### src/rtl/core/msr_pkg.sv
// Shared types and constants for the motor speed ramp block.
`timescale 1ns / 1ps

package msr_pkg;

   // Item opcodes
   typedef enum logic [1:0] {
      OP_TICK      = 2'd0,
      OP_SET_SPEED = 2'd1,
      OP_SET_DIR   = 2'd2,
      OP_ESTOP     = 2'd3
   } opcode_type;

   // Step used while slowing down for a direction change
   localparam logic [7:0] TURN_STEP = 8'd10;

   // Register file
   localparam int CSR_ADDR_WIDTH = 3;
   localparam int CSR_DATA_WIDTH = 32;
   localparam logic REG_DUTY_FLOOR   = 1'b0;
   localparam logic REG_DUTY_CEILING = 1'b1;
   localparam logic [7:0] DUTY_FLOOR_RESET   = 8'd0;
   localparam logic [7:0] DUTY_CEILING_RESET = 8'd255;

   // One request beat
   typedef struct packed {
      opcode_type  opcode;
      logic [7:0]  target_speed;
      logic [7:0]  ramp_step;
      logic        new_direction;
   } req_beat_type;

   // Ramp state as seen by the duty pipeline
   typedef struct packed {
      logic [7:0]  speed;
      logic        direction;
      logic        ramping;
      logic        pending;
   } ramp_status_type;

   // Duty scaling configuration
   typedef struct packed {
      logic [7:0]  duty_floor;
      logic [7:0]  duty_ceiling;
   } duty_cfg_type;

   // One response beat
   typedef struct packed {
      logic [7:0]  pwm_duty;
      logic        drive_left;
      logic        drive_right;
      logic [7:0]  speed_setting;
      logic        ramping;
   } rsp_beat_type;

endpackage

### src/rtl/core/msr_if.sv
// Valid/ready channel interfaces for request and response beats.
`timescale 1ns / 1ps

interface msr_req_if;
   logic        valid;
   logic        ready;
   logic [1:0]  opcode;
   logic [7:0]  target_speed;
   logic [7:0]  ramp_step;
   logic        new_direction;

   modport source (output valid, output opcode, output target_speed,
                   output ramp_step, output new_direction, input ready);
   modport sink   (input valid, input opcode, input target_speed,
                   input ramp_step, input new_direction, output ready);
endinterface

interface msr_rsp_if;
   logic        valid;
   logic        ready;
   logic [7:0]  pwm_duty;
   logic        drive_left;
   logic        drive_right;
   logic [7:0]  speed_setting;
   logic        ramping;

   modport source (output valid, output pwm_duty, output drive_left,
                   output drive_right, output speed_setting, output ramping,
                   input ready);
   modport sink   (input valid, input pwm_duty, input drive_left,
                   input drive_right, input speed_setting, input ramping,
                   output ready);
endinterface

### src/rtl/core/msr_csr.sv
// APB register file holding the duty floor and ceiling.
`timescale 1ns / 1ps

module msr_csr (
   input  logic                                 clock,
   input  logic                                 reset,
   input  logic                                 psel,
   input  logic                                 penable,
   input  logic                                 pwrite,
   input  logic [msr_pkg::CSR_ADDR_WIDTH-1:0]   paddr,
   input  logic [msr_pkg::CSR_DATA_WIDTH-1:0]   pwdata,
   output logic [msr_pkg::CSR_DATA_WIDTH-1:0]   prdata,
   output logic                                 pready,
   output msr_pkg::duty_cfg_type                cfg
);
   import msr_pkg::*;

   logic [7:0] duty_floor_ff,   duty_floor_in;
   logic [7:0] duty_ceiling_ff, duty_ceiling_in;
   logic       wr_en;
   logic       reg_sel;

   assign pready  = 1'b1;
   assign wr_en   = psel && penable && pwrite;
   assign reg_sel = paddr[2];

   // Write decode
   always_comb begin
      duty_floor_in   = duty_floor_ff;
      duty_ceiling_in = duty_ceiling_ff;
      if (wr_en) begin
         unique case (reg_sel)
            REG_DUTY_FLOOR:   duty_floor_in   = pwdata[7:0];
            REG_DUTY_CEILING: duty_ceiling_in = pwdata[7:0];
            default: ;
         endcase
      end
   end

   always_ff @(posedge clock) begin
      if (reset) begin
         duty_floor_ff   <= DUTY_FLOOR_RESET;
         duty_ceiling_ff <= DUTY_CEILING_RESET;
      end else begin
         duty_floor_ff   <= duty_floor_in;
         duty_ceiling_ff <= duty_ceiling_in;
      end
   end

   // Read mux
   always_comb begin
      prdata = '0;
      unique case (reg_sel)
         REG_DUTY_FLOOR:   prdata = {{(CSR_DATA_WIDTH-8){1'b0}}, duty_floor_ff};
         REG_DUTY_CEILING: prdata = {{(CSR_DATA_WIDTH-8){1'b0}}, duty_ceiling_ff};
         default: ;
      endcase
   end

   assign cfg.duty_floor   = duty_floor_ff;
   assign cfg.duty_ceiling = duty_ceiling_ff;

endmodule

### src/rtl/core/msr_ramp.sv
// Ramp state: speed, target, step and direction, updated once per accepted beat.
`timescale 1ns / 1ps

module msr_ramp (
   input  logic                     clock,
   input  logic                     reset,
   input  logic                     accept,
   input  msr_pkg::req_beat_type    beat,
   output msr_pkg::ramp_status_type status
);
   import msr_pkg::*;

   logic [7:0] speed_ff,   speed_in;
   logic [7:0] target_ff,  target_in;
   logic [7:0] step_ff,    step_in;
   logic       dir_ff,     dir_in;
   logic       pend_ff,    pend_in;
   logic       pend_dir_ff, pend_dir_in;

   logic [7:0] diff;
   logic       rising;
   logic [7:0] tick_speed;

   // One ramp step toward the target, landing on it when less than a step remains
   always_comb begin
      rising     = speed_ff < target_ff;
      diff       = rising ? (target_ff - speed_ff) : (speed_ff - target_ff);
      tick_speed = speed_ff;
      if (step_ff != 8'd0 && speed_ff != target_ff) begin
         if (diff < step_ff) begin
            tick_speed = target_ff;
         end else if (rising) begin
            tick_speed = speed_ff + step_ff;
         end else begin
            tick_speed = speed_ff - step_ff;
         end
      end
   end

   // Next state per opcode
   always_comb begin
      speed_in    = speed_ff;
      target_in   = target_ff;
      step_in     = step_ff;
      dir_in      = dir_ff;
      pend_in     = pend_ff;
      pend_dir_in = pend_dir_ff;
      if (accept) begin
         unique case (beat.opcode)
            OP_TICK: begin
               speed_in = tick_speed;
               if (pend_ff && tick_speed == 8'd0) begin
                  dir_in  = pend_dir_ff;
                  pend_in = 1'b0;
               end
            end
            OP_SET_SPEED: begin
               pend_in   = 1'b0;
               step_in   = beat.ramp_step;
               target_in = (beat.ramp_step == 8'd0) ? speed_ff : beat.target_speed;
            end
            OP_SET_DIR: begin
               pend_dir_in = beat.new_direction;
               target_in   = 8'd0;
               step_in     = TURN_STEP;
               // at rest the new direction takes effect at once
               if (speed_ff == 8'd0) begin
                  dir_in  = beat.new_direction;
                  pend_in = 1'b0;
               end else begin
                  pend_in = 1'b1;
               end
            end
            OP_ESTOP: begin
               speed_in  = 8'd0;
               target_in = 8'd0;
               if (pend_ff) begin
                  dir_in  = pend_dir_ff;
                  pend_in = 1'b0;
               end
            end
            default: ;
         endcase
      end
   end

   always_ff @(posedge clock) begin
      if (reset) begin
         speed_ff    <= '0;
         target_ff   <= '0;
         step_ff     <= '0;
         dir_ff      <= 1'b0;
         pend_ff     <= 1'b0;
         pend_dir_ff <= 1'b0;
      end else begin
         speed_ff    <= speed_in;
         target_ff   <= target_in;
         step_ff     <= step_in;
         dir_ff      <= dir_in;
         pend_ff     <= pend_in;
         pend_dir_ff <= pend_dir_in;
      end
   end

   assign status.speed     = speed_ff;
   assign status.direction = dir_ff;
   assign status.ramping   = (speed_ff != target_ff) || pend_ff;
   assign status.pending   = pend_ff;

endmodule

### src/rtl/core/msr_duty.sv
// Two-stage duty scaler: span multiply, then divide by 255, offset and clamp.
`timescale 1ns / 1ps

module msr_duty (
   input  logic                     clock,
   input  logic                     mul_load,
   input  logic                     out_load,
   input  msr_pkg::ramp_status_type status,
   input  msr_pkg::duty_cfg_type    cfg,
   output msr_pkg::rsp_beat_type    rsp_beat
);
   import msr_pkg::*;

   // multiply stage
   logic signed [8:0]  span;
   logic signed [17:0] prod_in;
   logic signed [17:0] prod_ff;
   logic [7:0]         floor_ff;
   ramp_status_type    status_ff;

   // scale stage
   logic               neg;
   logic [17:0]        abs_prod;
   logic [16:0]        mag;
   logic [16:0]        quot_sum;
   logic [8:0]         quot;
   logic signed [9:0]  duty_raw;
   rsp_beat_type       rsp_in;
   rsp_beat_type       rsp_ff;

   assign span    = $signed({1'b0, cfg.duty_ceiling}) - $signed({1'b0, cfg.duty_floor});
   assign prod_in = span * $signed({1'b0, status.speed});

   always_ff @(posedge clock) begin
      if (mul_load) begin
         prod_ff   <= prod_in;
         floor_ff  <= cfg.duty_floor;
         status_ff <= status;
      end
   end

   // floor division by 255; negative products round toward minus infinity
   always_comb begin
      neg      = prod_ff[17];
      abs_prod = neg ? 18'(-prod_ff) : 18'(prod_ff);
      mag      = neg ? (abs_prod[16:0] + 17'd254) : abs_prod[16:0];
      // x/255 == (x + (x >> 8) + 1) >> 8 over the magnitude range used here
      quot_sum = mag + (mag >> 8) + 17'd1;
      quot     = quot_sum[16:8];
      duty_raw = $signed({2'b00, floor_ff})
               + (neg ? -$signed({1'b0, quot}) : $signed({1'b0, quot}));
   end

   // clamp and pack the response
   always_comb begin
      if (status_ff.speed == 8'd0 || duty_raw < 10'sd0) begin
         rsp_in.pwm_duty = 8'd0;
      end else if (duty_raw > 10'sd255) begin
         rsp_in.pwm_duty = 8'd255;
      end else begin
         rsp_in.pwm_duty = duty_raw[7:0];
      end
      rsp_in.drive_left    = status_ff.direction;
      rsp_in.drive_right   = ~status_ff.direction;
      rsp_in.speed_setting = status_ff.speed;
      rsp_in.ramping       = status_ff.ramping;
   end

   always_ff @(posedge clock) begin
      if (out_load) begin
         rsp_ff <= rsp_in;
      end
   end

   assign rsp_beat = rsp_ff;

endmodule

### src/rtl/core/motor_speed_ramp_hbridge.sv
// Top level of the H-bridge speed ramp: handshake control, register file, ramp and duty.
//
//   channel   direction  protocol     beat
//   req_chan  in         valid/ready  opcode, target_speed, ramp_step, new_direction
//   rsp_chan  out        valid/ready  pwm_duty, drive_left, drive_right, speed_setting, ramping
//   psel..    in/out     APB          duty_floor at 0x0, duty_ceiling at 0x4
//
// One request beat per cycle while the response is taken; the ramp state updates at
// the accepting edge, and the response then passes through the registers in order
// (ramp state, span multiply, divide-and-clamp output register).
// Reset is synchronous and active high; it clears the ramp state and valid bits
// and loads the duty floor with 0 and the ceiling with 255.
// A stalled response holds the pipeline; req_chan.ready drops only when all
// three stages hold beats and the response is not taken.
`timescale 1ns / 1ps

module motor_speed_ramp_hbridge (
   input  logic                                 clock,
   input  logic                                 reset,
   msr_req_if.sink                              req_chan,
   msr_rsp_if.source                            rsp_chan,
   input  logic                                 psel,
   input  logic                                 penable,
   input  logic                                 pwrite,
   input  logic [msr_pkg::CSR_ADDR_WIDTH-1:0]   paddr,
   input  logic [msr_pkg::CSR_DATA_WIDTH-1:0]   pwdata,
   output logic [msr_pkg::CSR_DATA_WIDTH-1:0]   prdata,
   output logic                                 pready
);
   import msr_pkg::*;

   logic            state_valid_ff, state_valid_in;
   logic            mul_valid_ff,   mul_valid_in;
   logic            rsp_valid_ff,   rsp_valid_in;
   logic            out_load;
   logic            mul_load;
   logic            accept;
   req_beat_type    req_beat;
   ramp_status_type status;
   duty_cfg_type    cfg;
   rsp_beat_type    rsp_beat;

   // Pipeline flow control
   assign out_load       = !rsp_valid_ff || rsp_chan.ready;
   assign mul_load       = !mul_valid_ff || out_load;
   assign req_chan.ready = !state_valid_ff || mul_load;
   assign accept         = req_chan.valid && req_chan.ready;

   always_comb begin
      state_valid_in = accept ? 1'b1 : (mul_load ? 1'b0 : state_valid_ff);
      mul_valid_in   = mul_load ? state_valid_ff : mul_valid_ff;
      rsp_valid_in   = out_load ? mul_valid_ff : rsp_valid_ff;
   end

   always_ff @(posedge clock) begin
      if (reset) begin
         state_valid_ff <= 1'b0;
         mul_valid_ff   <= 1'b0;
         rsp_valid_ff   <= 1'b0;
      end else begin
         state_valid_ff <= state_valid_in;
         mul_valid_ff   <= mul_valid_in;
         rsp_valid_ff   <= rsp_valid_in;
      end
   end

   // Request beat
   assign req_beat.opcode        = opcode_type'(req_chan.opcode);
   assign req_beat.target_speed  = req_chan.target_speed;
   assign req_beat.ramp_step     = req_chan.ramp_step;
   assign req_beat.new_direction = req_chan.new_direction;

   msr_csr u_csr (
      .clock   (clock),
      .reset   (reset),
      .psel    (psel),
      .penable (penable),
      .pwrite  (pwrite),
      .paddr   (paddr),
      .pwdata  (pwdata),
      .prdata  (prdata),
      .pready  (pready),
      .cfg     (cfg)
   );

   msr_ramp u_ramp (
      .clock  (clock),
      .reset  (reset),
      .accept (accept),
      .beat   (req_beat),
      .status (status)
   );

   msr_duty u_duty (
      .clock    (clock),
      .mul_load (mul_load),
      .out_load (out_load),
      .status   (status),
      .cfg      (cfg),
      .rsp_beat (rsp_beat)
   );

   // Response beat
   assign rsp_chan.valid         = rsp_valid_ff;
   assign rsp_chan.pwm_duty      = rsp_beat.pwm_duty;
   assign rsp_chan.drive_left    = rsp_beat.drive_left;
   assign rsp_chan.drive_right   = rsp_beat.drive_right;
   assign rsp_chan.speed_setting = rsp_beat.speed_setting;
   assign rsp_chan.ramping       = rsp_beat.ramping;

   // A direction change never stays pending once the motor is at rest
   a_no_pending_at_rest: assert property (@(posedge clock) disable iff (reset)
      !(status.pending && status.speed == 8'd0))
      else $error("direction change left pending at zero speed");

   // Ramp state waiting for the multiply stage must not move
   a_state_held: assert property (@(posedge clock) disable iff (reset)
      state_valid_ff && !mul_load |=> $stable(status))
      else $error("ramp state changed while its beat was stalled");

   // Zero speed always drives zero duty
   a_zero_duty: assert property (@(posedge clock) disable iff (reset)
      rsp_valid_ff && rsp_beat.speed_setting == 8'd0 |-> rsp_beat.pwm_duty == 8'd0)
      else $error("nonzero duty at zero speed");

   // Bridge lines are always complementary
   a_bridge_lines: assert property (@(posedge clock) disable iff (reset)
      rsp_valid_ff |-> rsp_beat.drive_left != rsp_beat.drive_right)
      else $error("bridge lines not complementary");

endmodule
### src/flat_wrapper.sv
// flat-port wrapper written by rule: the top's interface ports become plain ports
module motor_speed_ramp_hbridge_flat import msr_pkg::*;
  (clock, reset, psel, penable, pwrite, paddr, pwdata, prdata, pready, req_chan_valid, req_chan_opcode, req_chan_target_speed, req_chan_ramp_step, req_chan_new_direction, req_chan_ready, rsp_chan_valid, rsp_chan_pwm_duty, rsp_chan_drive_left, rsp_chan_drive_right, rsp_chan_speed_setting, rsp_chan_ramping, rsp_chan_ready);
  msr_req_if req_chan_i ();
  msr_rsp_if rsp_chan_i ();
  input  logic clock;
  input  logic reset;
  input  logic psel;
  input  logic penable;
  input  logic pwrite;
  input  logic [msr_pkg::CSR_ADDR_WIDTH-1:0] paddr;
  input  logic [msr_pkg::CSR_DATA_WIDTH-1:0] pwdata;
  output logic [msr_pkg::CSR_DATA_WIDTH-1:0] prdata;
  output logic pready;
  input wire logic [$bits(req_chan_i.valid)-1:0] req_chan_valid;
  input wire logic [$bits(req_chan_i.opcode)-1:0] req_chan_opcode;
  input wire logic [$bits(req_chan_i.target_speed)-1:0] req_chan_target_speed;
  input wire logic [$bits(req_chan_i.ramp_step)-1:0] req_chan_ramp_step;
  input wire logic [$bits(req_chan_i.new_direction)-1:0] req_chan_new_direction;
  output wire logic [$bits(req_chan_i.ready)-1:0] req_chan_ready;
  output wire logic [$bits(rsp_chan_i.valid)-1:0] rsp_chan_valid;
  output wire logic [$bits(rsp_chan_i.pwm_duty)-1:0] rsp_chan_pwm_duty;
  output wire logic [$bits(rsp_chan_i.drive_left)-1:0] rsp_chan_drive_left;
  output wire logic [$bits(rsp_chan_i.drive_right)-1:0] rsp_chan_drive_right;
  output wire logic [$bits(rsp_chan_i.speed_setting)-1:0] rsp_chan_speed_setting;
  output wire logic [$bits(rsp_chan_i.ramping)-1:0] rsp_chan_ramping;
  input wire logic [$bits(rsp_chan_i.ready)-1:0] rsp_chan_ready;
  assign req_chan_i.valid = req_chan_valid;
  assign req_chan_i.opcode = req_chan_opcode;
  assign req_chan_i.target_speed = req_chan_target_speed;
  assign req_chan_i.ramp_step = req_chan_ramp_step;
  assign req_chan_i.new_direction = req_chan_new_direction;
  assign req_chan_ready = req_chan_i.ready;
  assign rsp_chan_valid = rsp_chan_i.valid;
  assign rsp_chan_pwm_duty = rsp_chan_i.pwm_duty;
  assign rsp_chan_drive_left = rsp_chan_i.drive_left;
  assign rsp_chan_drive_right = rsp_chan_i.drive_right;
  assign rsp_chan_speed_setting = rsp_chan_i.speed_setting;
  assign rsp_chan_ramping = rsp_chan_i.ramping;
  assign rsp_chan_i.ready = rsp_chan_ready;
  motor_speed_ramp_hbridge u_core (.clock(clock), .reset(reset), .req_chan(req_chan_i), .rsp_chan(rsp_chan_i), .psel(psel), .penable(penable), .pwrite(pwrite), .paddr(paddr), .pwdata(pwdata), .prdata(prdata), .pready(pready));
endmodule
### config.mk
export PLATFORM = sky130hd
export DESIGN_NAME = motor_speed_ramp_hbridge_flat
export DESIGN_NICKNAME = d
export VERILOG_FILES = /design/src/rtl/core/msr_pkg.sv /design/src/rtl/core/msr_if.sv /design/src/rtl/core/msr_csr.sv /design/src/rtl/core/msr_ramp.sv /design/src/rtl/core/msr_duty.sv /design/src/rtl/core/motor_speed_ramp_hbridge.sv /design/src/flat_wrapper.sv
export SDC_FILE = /design/constraint.sdc
export NUM_CORES = 1
export LEC_CHECK = 0
export BUFFER_PORTS_ARGS = -buffer_cell sky130_fd_sc_hd__buf_4
export CORE_MARGIN = 8
export CORE_UTILIZATION = 55
export DETAILED_ROUTE_END_ITERATION = 8
export HOLD_SLACK_MARGIN = 0.15
export PLACE_DENSITY_LB_ADDON = 0.08
export SKIP_CTS_REPAIR_TIMING = 1
export SLEW_MARGIN = 15
export SYNTH_ARGS = -nofsm -noshare
export SYNTH_HDL_FRONTEND = slang
export SYNTH_SLANG_ARGS = --single-unit
export TNS_END_PERCENT = 10
### constraint.sdc
create_clock -name clock -period 8.4 [get_ports clock]
set_input_delay 2.1 -clock clock [delete_from_list [all_inputs] [get_ports clock]]
set_output_delay 2.1 -clock clock [all_outputs]
set_load 0.02 [all_outputs]
[After elaboration in Yosys (flattened, before gate mapping)]
Index checks and enable logic that the tools add are counted.
Cells by class
  $add $sub $neg: 11
  $mul: 1
  divide/modulo/power cells: 0
  order comparisons: 4
  equal/unequal tests: 7
  shifts and indexed selects: 0
  mux-type cells: 22
  bitwise gates (word level): 2
  reductions and logical operators: 34
Operators with widths (number)
  32-bit one-hot mux with 2 select lines: 1
  8-bit two-way mux: 6
  8-bit one-hot mux with 2 select lines: 3
  17-bit two-way mux: 2
  8-bit logical NOT: 4
  8-bit subtractor: 3
  9-bit by 9-bit multiplier with 18-bit output: 1
  17-bit by 1-bit adder with 17-bit output, second input constant: 1
  17-bit by 8-bit adder with 17-bit output, second input constant: 1
  17-bit by 9-bit adder with 17-bit output: 1
  17-bit negation: 1
  8-bit less-than comparator: 2
  2-bit AND reduction: 7
  9-bit by 10-bit adder with 10-bit output: 1
  10-bit by 9-bit greater-than comparator with 1-bit output, second input constant: 1
  10-bit by 1-bit less-than comparator with 1-bit output, second input constant: 1
  10-bit two-way mux: 1
  9-bit negation with 10-bit output: 1
  8-bit by 8-bit subtractor with 9-bit output: 1
  8-bit adder: 1
  8-bit != test: 1
  2-bit nonzero test: 4
  8-bit nonzero test: 1
  1-bit two-way mux: 7
  12 further kinds: 28
Storage, ports and cells
  register bits after elaboration: 101
  latch bits: 0
  memory bits (writable): 0
  memory bits (read-only): 0
  word-level logic and storage cells: 102
  memories kept: 0

[Longest topological paths before layout]
  word-level depth: 11
  depth in mapped cells: 39
  depth with buffers taken out: 37

[Modules after synthesis]
Synthesis repeated with hierarchy kept, for this count alone.
Second synthesis, totals
  cell total of the unflattened synthesis: 1227
  area, all modules: 10777.8 µm²
By module, submodules not included
  msr_duty: times used 1, cells an instance 752, area each 6986.7 µm², seq. area each 1651.6 µm²
  msr_ramp: times used 1, cells an instance 355, area each 2685.1 µm², seq. area each 540.5 µm²
  msr_csr: times used 1, cells an instance 107, area each 991.0 µm², seq. area each 320.3 µm²
  motor_speed_ramp_hbridge: times used 1, cells an instance 13, area each 115.1 µm², seq. area each 60.1 µm²

[Worst setup path after synthesis]
No wires, ideal clock.
  kind: reg2reg
  from: reg u_core.u_duty.prod_ff[1]
  to: reg u_core.u_duty.rsp_ff, in the netlist u_core.u_duty.rsp_beat[12], data pin
  setup time: 180 ps
  data arrival time: 7030 ps
  path slack: 1190 ps
  stages on the path, launching flop included: 33
  buffers on the path: 1
  path through: edfxtp_1 -> buf_2 -> inv_1 -> ha_1 -> or3b_1 -> a2111oi_0 -> o21ai_0 -> o311ai_2 -> xnor2_1 -> inv_1 -> ha_1 -> a211o_1 -> nand2b_1 -> o31ai_2 -> a2111oi_4 -> o21ai_1 -> o21ai_0 -> a31oi_2 -> inv_1 -> ha_1 -> nor2_1 -> xnor2_1 -> xnor2_1 -> ha_1 -> a21oi_1 -> o21ai_0 -> a21oi_1 -> o21ai_0 -> a21o_1 -> nand3_1 -> nor3b_1 -> a2111o_1 -> a221oi_1
On the way
  longest elaborated chain between the ends: 11
Ends and longest elaborated chain
  from (decl): RTL line msr_duty.sv:17  | logic signed [17:0] prod_ff;
  from (signal assigned): RTL line msr_duty.sv:36  | prod_ff <= prod_in;
  17-bit negation: RTL line msr_duty.sv:45  | abs_prod = neg ? 18'(-prod_ff) : 18'(prod_ff);
  17-bit two-way mux (*): RTL line msr_duty.sv:45
  17-bit by 8-bit adder with 17-bit output: RTL line msr_duty.sv:46  | mag = neg ? (abs_prod[16:0] + 17'd254) : abs_prod[16:0];
  17-bit two-way mux (*): RTL line msr_duty.sv:46
  17-bit by 9-bit adder with 17-bit output (*): RTL line msr_duty.sv:48  | quot_sum = mag + (mag >> 8) + 17'd1;
  17-bit by 1-bit adder with 17-bit output (*): RTL line msr_duty.sv:48
  9-bit negation with 10-bit output: RTL line msr_duty.sv:51  | + (neg ? -$signed({1'b0, quot}) : $signed({1'b0, quot}));
  10-bit two-way mux (*): RTL line msr_duty.sv:51
  9-bit by 10-bit adder with 10-bit output (*): RTL line msr_duty.sv:51
  10-bit by 9-bit greater-than comparator with 1-bit output or 10-bit by 1-bit less-than comparator with 1-bit output (tied branches): RTL line msr_duty.sv:58, msr_duty.sv:56
  8-bit two-way mux or 1-bit logical OR (tied branches): RTL line msr_duty.sv:58, msr_duty.sv:56
  to (signal assigned): RTL line msr_duty.sv:71  | rsp_ff <= rsp_in;
  to (decl): RTL line msr_duty.sv:29  | rsp_beat_type rsp_ff;
Every way passes the cells marked *; elsewhere a longest branch is shown, timed or not.
A chain may end at the register's enable or synchronous reset.

[Final worst setup path]
  from: reg u_core.u_duty.prod_ff[5]
  to: reg u_core.u_duty.rsp_ff, in the netlist u_core.u_duty.rsp_beat[13], data pin
The elaborated chain is that of the path after synthesis.

==> results_dict.tcl <==
set metrics [dict create \
    status "completed" \
    track_usage_pct 20.9 \
    drive_above_1_share_pct 11.5 \
    setup_viol 0 \
    vias 8455 \
    fp.dieW_um 155 \
    worstSkewPairLatency_ns 0.36 \
    finalCritPeriodShare_pct 91.6 \
    synth_top_family_by_area "adder cells" \
    port_buffers 63 \
    use_met3_pct 3.43 \
    antennaDiodeCount 0 \
    cp_slowest_cell "or4_4" \
    via_per_inst 5.63 \
    async_reset_ff_share_pct 0 \
    ys_ff_latch 101 \
    synth_warnings 0 \
    path_buf_inv 1 \
    grt_util_met2_pct 37.1 \
    synthAdderAreaFrac_pct 23.5 \
    synthMuxAreaShare_pct 1.30 \
    critPathMaxFanout 9 \
    cts.htree.levels 3 \
    path_class "reg -> reg" \
    dpl.hpwl_mm 19.8 \
    syn_inst 1212 \
    fp.dieH_um 155 \
    totalWireLength_mm 24.6 \
    cts_buffers 9 \
    overflow 0 \
    cp_data_arrival_time_ns 7.87 \
    synth-seq-area-share_pct 24.3 \
    root_buffer "clkbuf_16" \
    firstDrtPassIters 5 \
    post-route-util_pct 61.4 \
    cts_buffer_depth 2 \
    ys.flop_type "edfxtp_1" \
    antenna_found_initial 0 \
    finClkSkew_ns 0.0113 \
    synth-xor-area-share_pct 6.60 \
    p_per_area_nw_per_um2 227 \
    grt_max_degree 39 \
    die-area_sq_um 23900 \
    globalplace.congestion 0.899 \
    worst_pin_slew_ns 0.952 \
    min_period_ns 7.70 \
    rsz0062_at_grt "no" \
    drc_errors 0 \
    io_pins 115 \
    grt_most_used_layer "met2" \
    setup_tns_ns 0 \
    tritoncts "done" \
    peakVddDrop_mv 0.270 \
    synth-simple-area-share_pct 16.9 \
    start_util_pct 56.4 \
    grt_pass1_vias 8353 \
    synth_cell_types 94 \
    fmax_mhz 130 \
    p_leak_nw 5.27 \
    start_kind "flop" \
    crit_path_max_incr_delay_ns 0.63 \
    fill_cells 1681 \
    maxCapViolations 0 \
    drt_iter0_drc 456 \
    min_path_type "reg -> reg" \
    hold_viol 0 \
    wire_per_inst_um 16.4 \
    grt_pass1_wl_mm 40.9 \
    core_area_sq_um 18800 \
    antenna_left 0 \
    rows 50 \
    path_clk_slew_ns 0.08 \
    synth_edf_count 55 \
    crit_required_ns 8.57 \
    relSlewSlack_pct 36.3 \
    critical-path-top-delay-family "compound AO/OA/AOI/OAI gates" \
    synth_compound_area_share_pct 17.5 \
    drv_slew 0 \
    nNetsFinal 1484 \
    synth_area_sq_um 10600 \
    synthToLayoutAreaGrowth_pct 8.87 \
    clkSinkCount 101 \
    syn_avg_cell_area_sq_um 8.73 \
    end_kind "flop" \
    grt.met1_usage_pct 25.5 \
]
metal layers:
layer  wire (um)  vias up
li1            -     4195
met1       10800     4063
met2       12300      164
met3        1050       33
met4         526        0
met5           0        -
where the power goes:
part           internal, mW  total (mW)  switching [mW]  leakage [nW]
registers             0.600       0.680          0.0799          1.03
logic                 0.621        1.51           0.893          4.08
clock network         0.213       0.422           0.208         0.151
total                  1.43        2.62            1.18          5.27
cells by family (layout without fill, tap and decap cells):
logic type | count (synthesis) | after routing
AO/OA/AOI/OAI | 259 | 259
adder cells (fa/ha/maj) | 160 | 160
AND/OR/NAND/NOR | 362 | 362
buffers and inverters | 237 | 270
multiplexers | 13 | 13
flip-flops | 101 | 101
XOR/XNOR | 78 | 78
other | 2 | 25
worst register-to-register path, delay by kind of cell (launching register included):
family          cells  cell delay, ns
compound gates     10            2.85
xor+xnor            4            0.78
fa+ha+maj           3            0.94
buf+inv             1            0.21
flops               1            0.57
simple gates       11            2.16
layout make-up:
class                      count  area, sq um  area share, %
sequential                   101         2570           22.3
clock inverter                 7         86.3          0.750
timing repair buffer          84          631           5.48
clock buffer                   9          225           1.96
inverter                     170          638           5.54
tap                          234          293           2.54
multi-input combinational    897         7070           61.4
flip-flops by register name (all words and copies together), names as in the netlist, 8 cells and up:
register / flops
u_core.u_duty.rsp_in: 10
u_core.u_ramp.speed_ff: 8
u_core.u_ramp.target_ff: 8
u_core.u_duty.floor_ff: 8
u_core.u_csr.duty_floor_ff: 8
u_core.u_ramp.step_ff: 8
u_core.u_duty.rsp_beat: 19
u_core.u_duty.prod_ff: 18
u_core.u_csr.duty_ceiling_ff: 8
placed cells by master, fill, tap and decap left out, drive strengths merged, types with 8 or more instances in the layout:
master	instances
fa	65
a21o	15
a221oi	11
clkbuf	9
xor2	18
dfxtp	46
xnor2	60
ha	95
nand2b	14
nand3	21
o31ai	9
nor2b	11
nor3	21
nor4	8
nor2	96
o21bai	10
o21ai	41
a31oi	18
o211ai	9
a22oi	9
and2	34
nor3b	8
edfxtp	55
a21oi	80
and3	8
nand2	109
inv	172
conb	25
buf	84
final timing paths:
| kind | slack (ns) | cells past startpoint | endpoint | startpoint |
|---|---|---|---|---|
| max | 0.70 | 29 | u_core.u_duty.rsp_beat[13]$_SDFFCE_PP0P_ | u_core.u_duty.prod_ff[5]$_DFFE_PP_ |
| min | 0.43 | 0 | u_core.u_duty.rsp_beat[0]$_DFFE_PP_ | u_core.u_duty.rsp_in[0]$_DFFE_PP_ |
| max reg2reg | 0.70 | 29 | u_core.u_duty.rsp_beat[13]$_SDFFCE_PP0P_ | u_core.u_duty.prod_ff[5]$_DFFE_PP_ |
| min reg2reg | 0.43 | 0 | u_core.u_duty.rsp_beat[0]$_DFFE_PP_ | u_core.u_duty.rsp_in[0]$_DFFE_PP_ |
cells in the mapped netlist (all sizes together) (14+ instances only):
cell type	instances	area, sq um
nand3	21	105
and2	34	215
xor2	18	158
ha	95	1190
nor2	96	363
o21ai	41	205
a21oi	80	404
a21o	15	113
dfxtp	46	921
inv	169	634
edfxtp	55	1650
a31oi	18	140
clkbuf	27	103
buf	40	289
xnor2	60	541
nand2b	14	95.1
nor3	21	105
nand2	109	414
fa	65	1300
through the flow:
stage	total power [mW]	cell area [sq um]	hold slack, ns	cells	setup WS (ns)
global placement	2.16	11200	0.405	1483	0.746
global route	2.84	11500	0.454	1502	0.0472
floorplan	1.86	10700	0.400	1235	1.19
finish	2.62	11500	0.433	1502	0.704
CTS	2.62	11500	0.440	1499	0.657
detailed placement	2.19	11200	0.415	1483	0.680
Power figures use the tool's default switching activity.
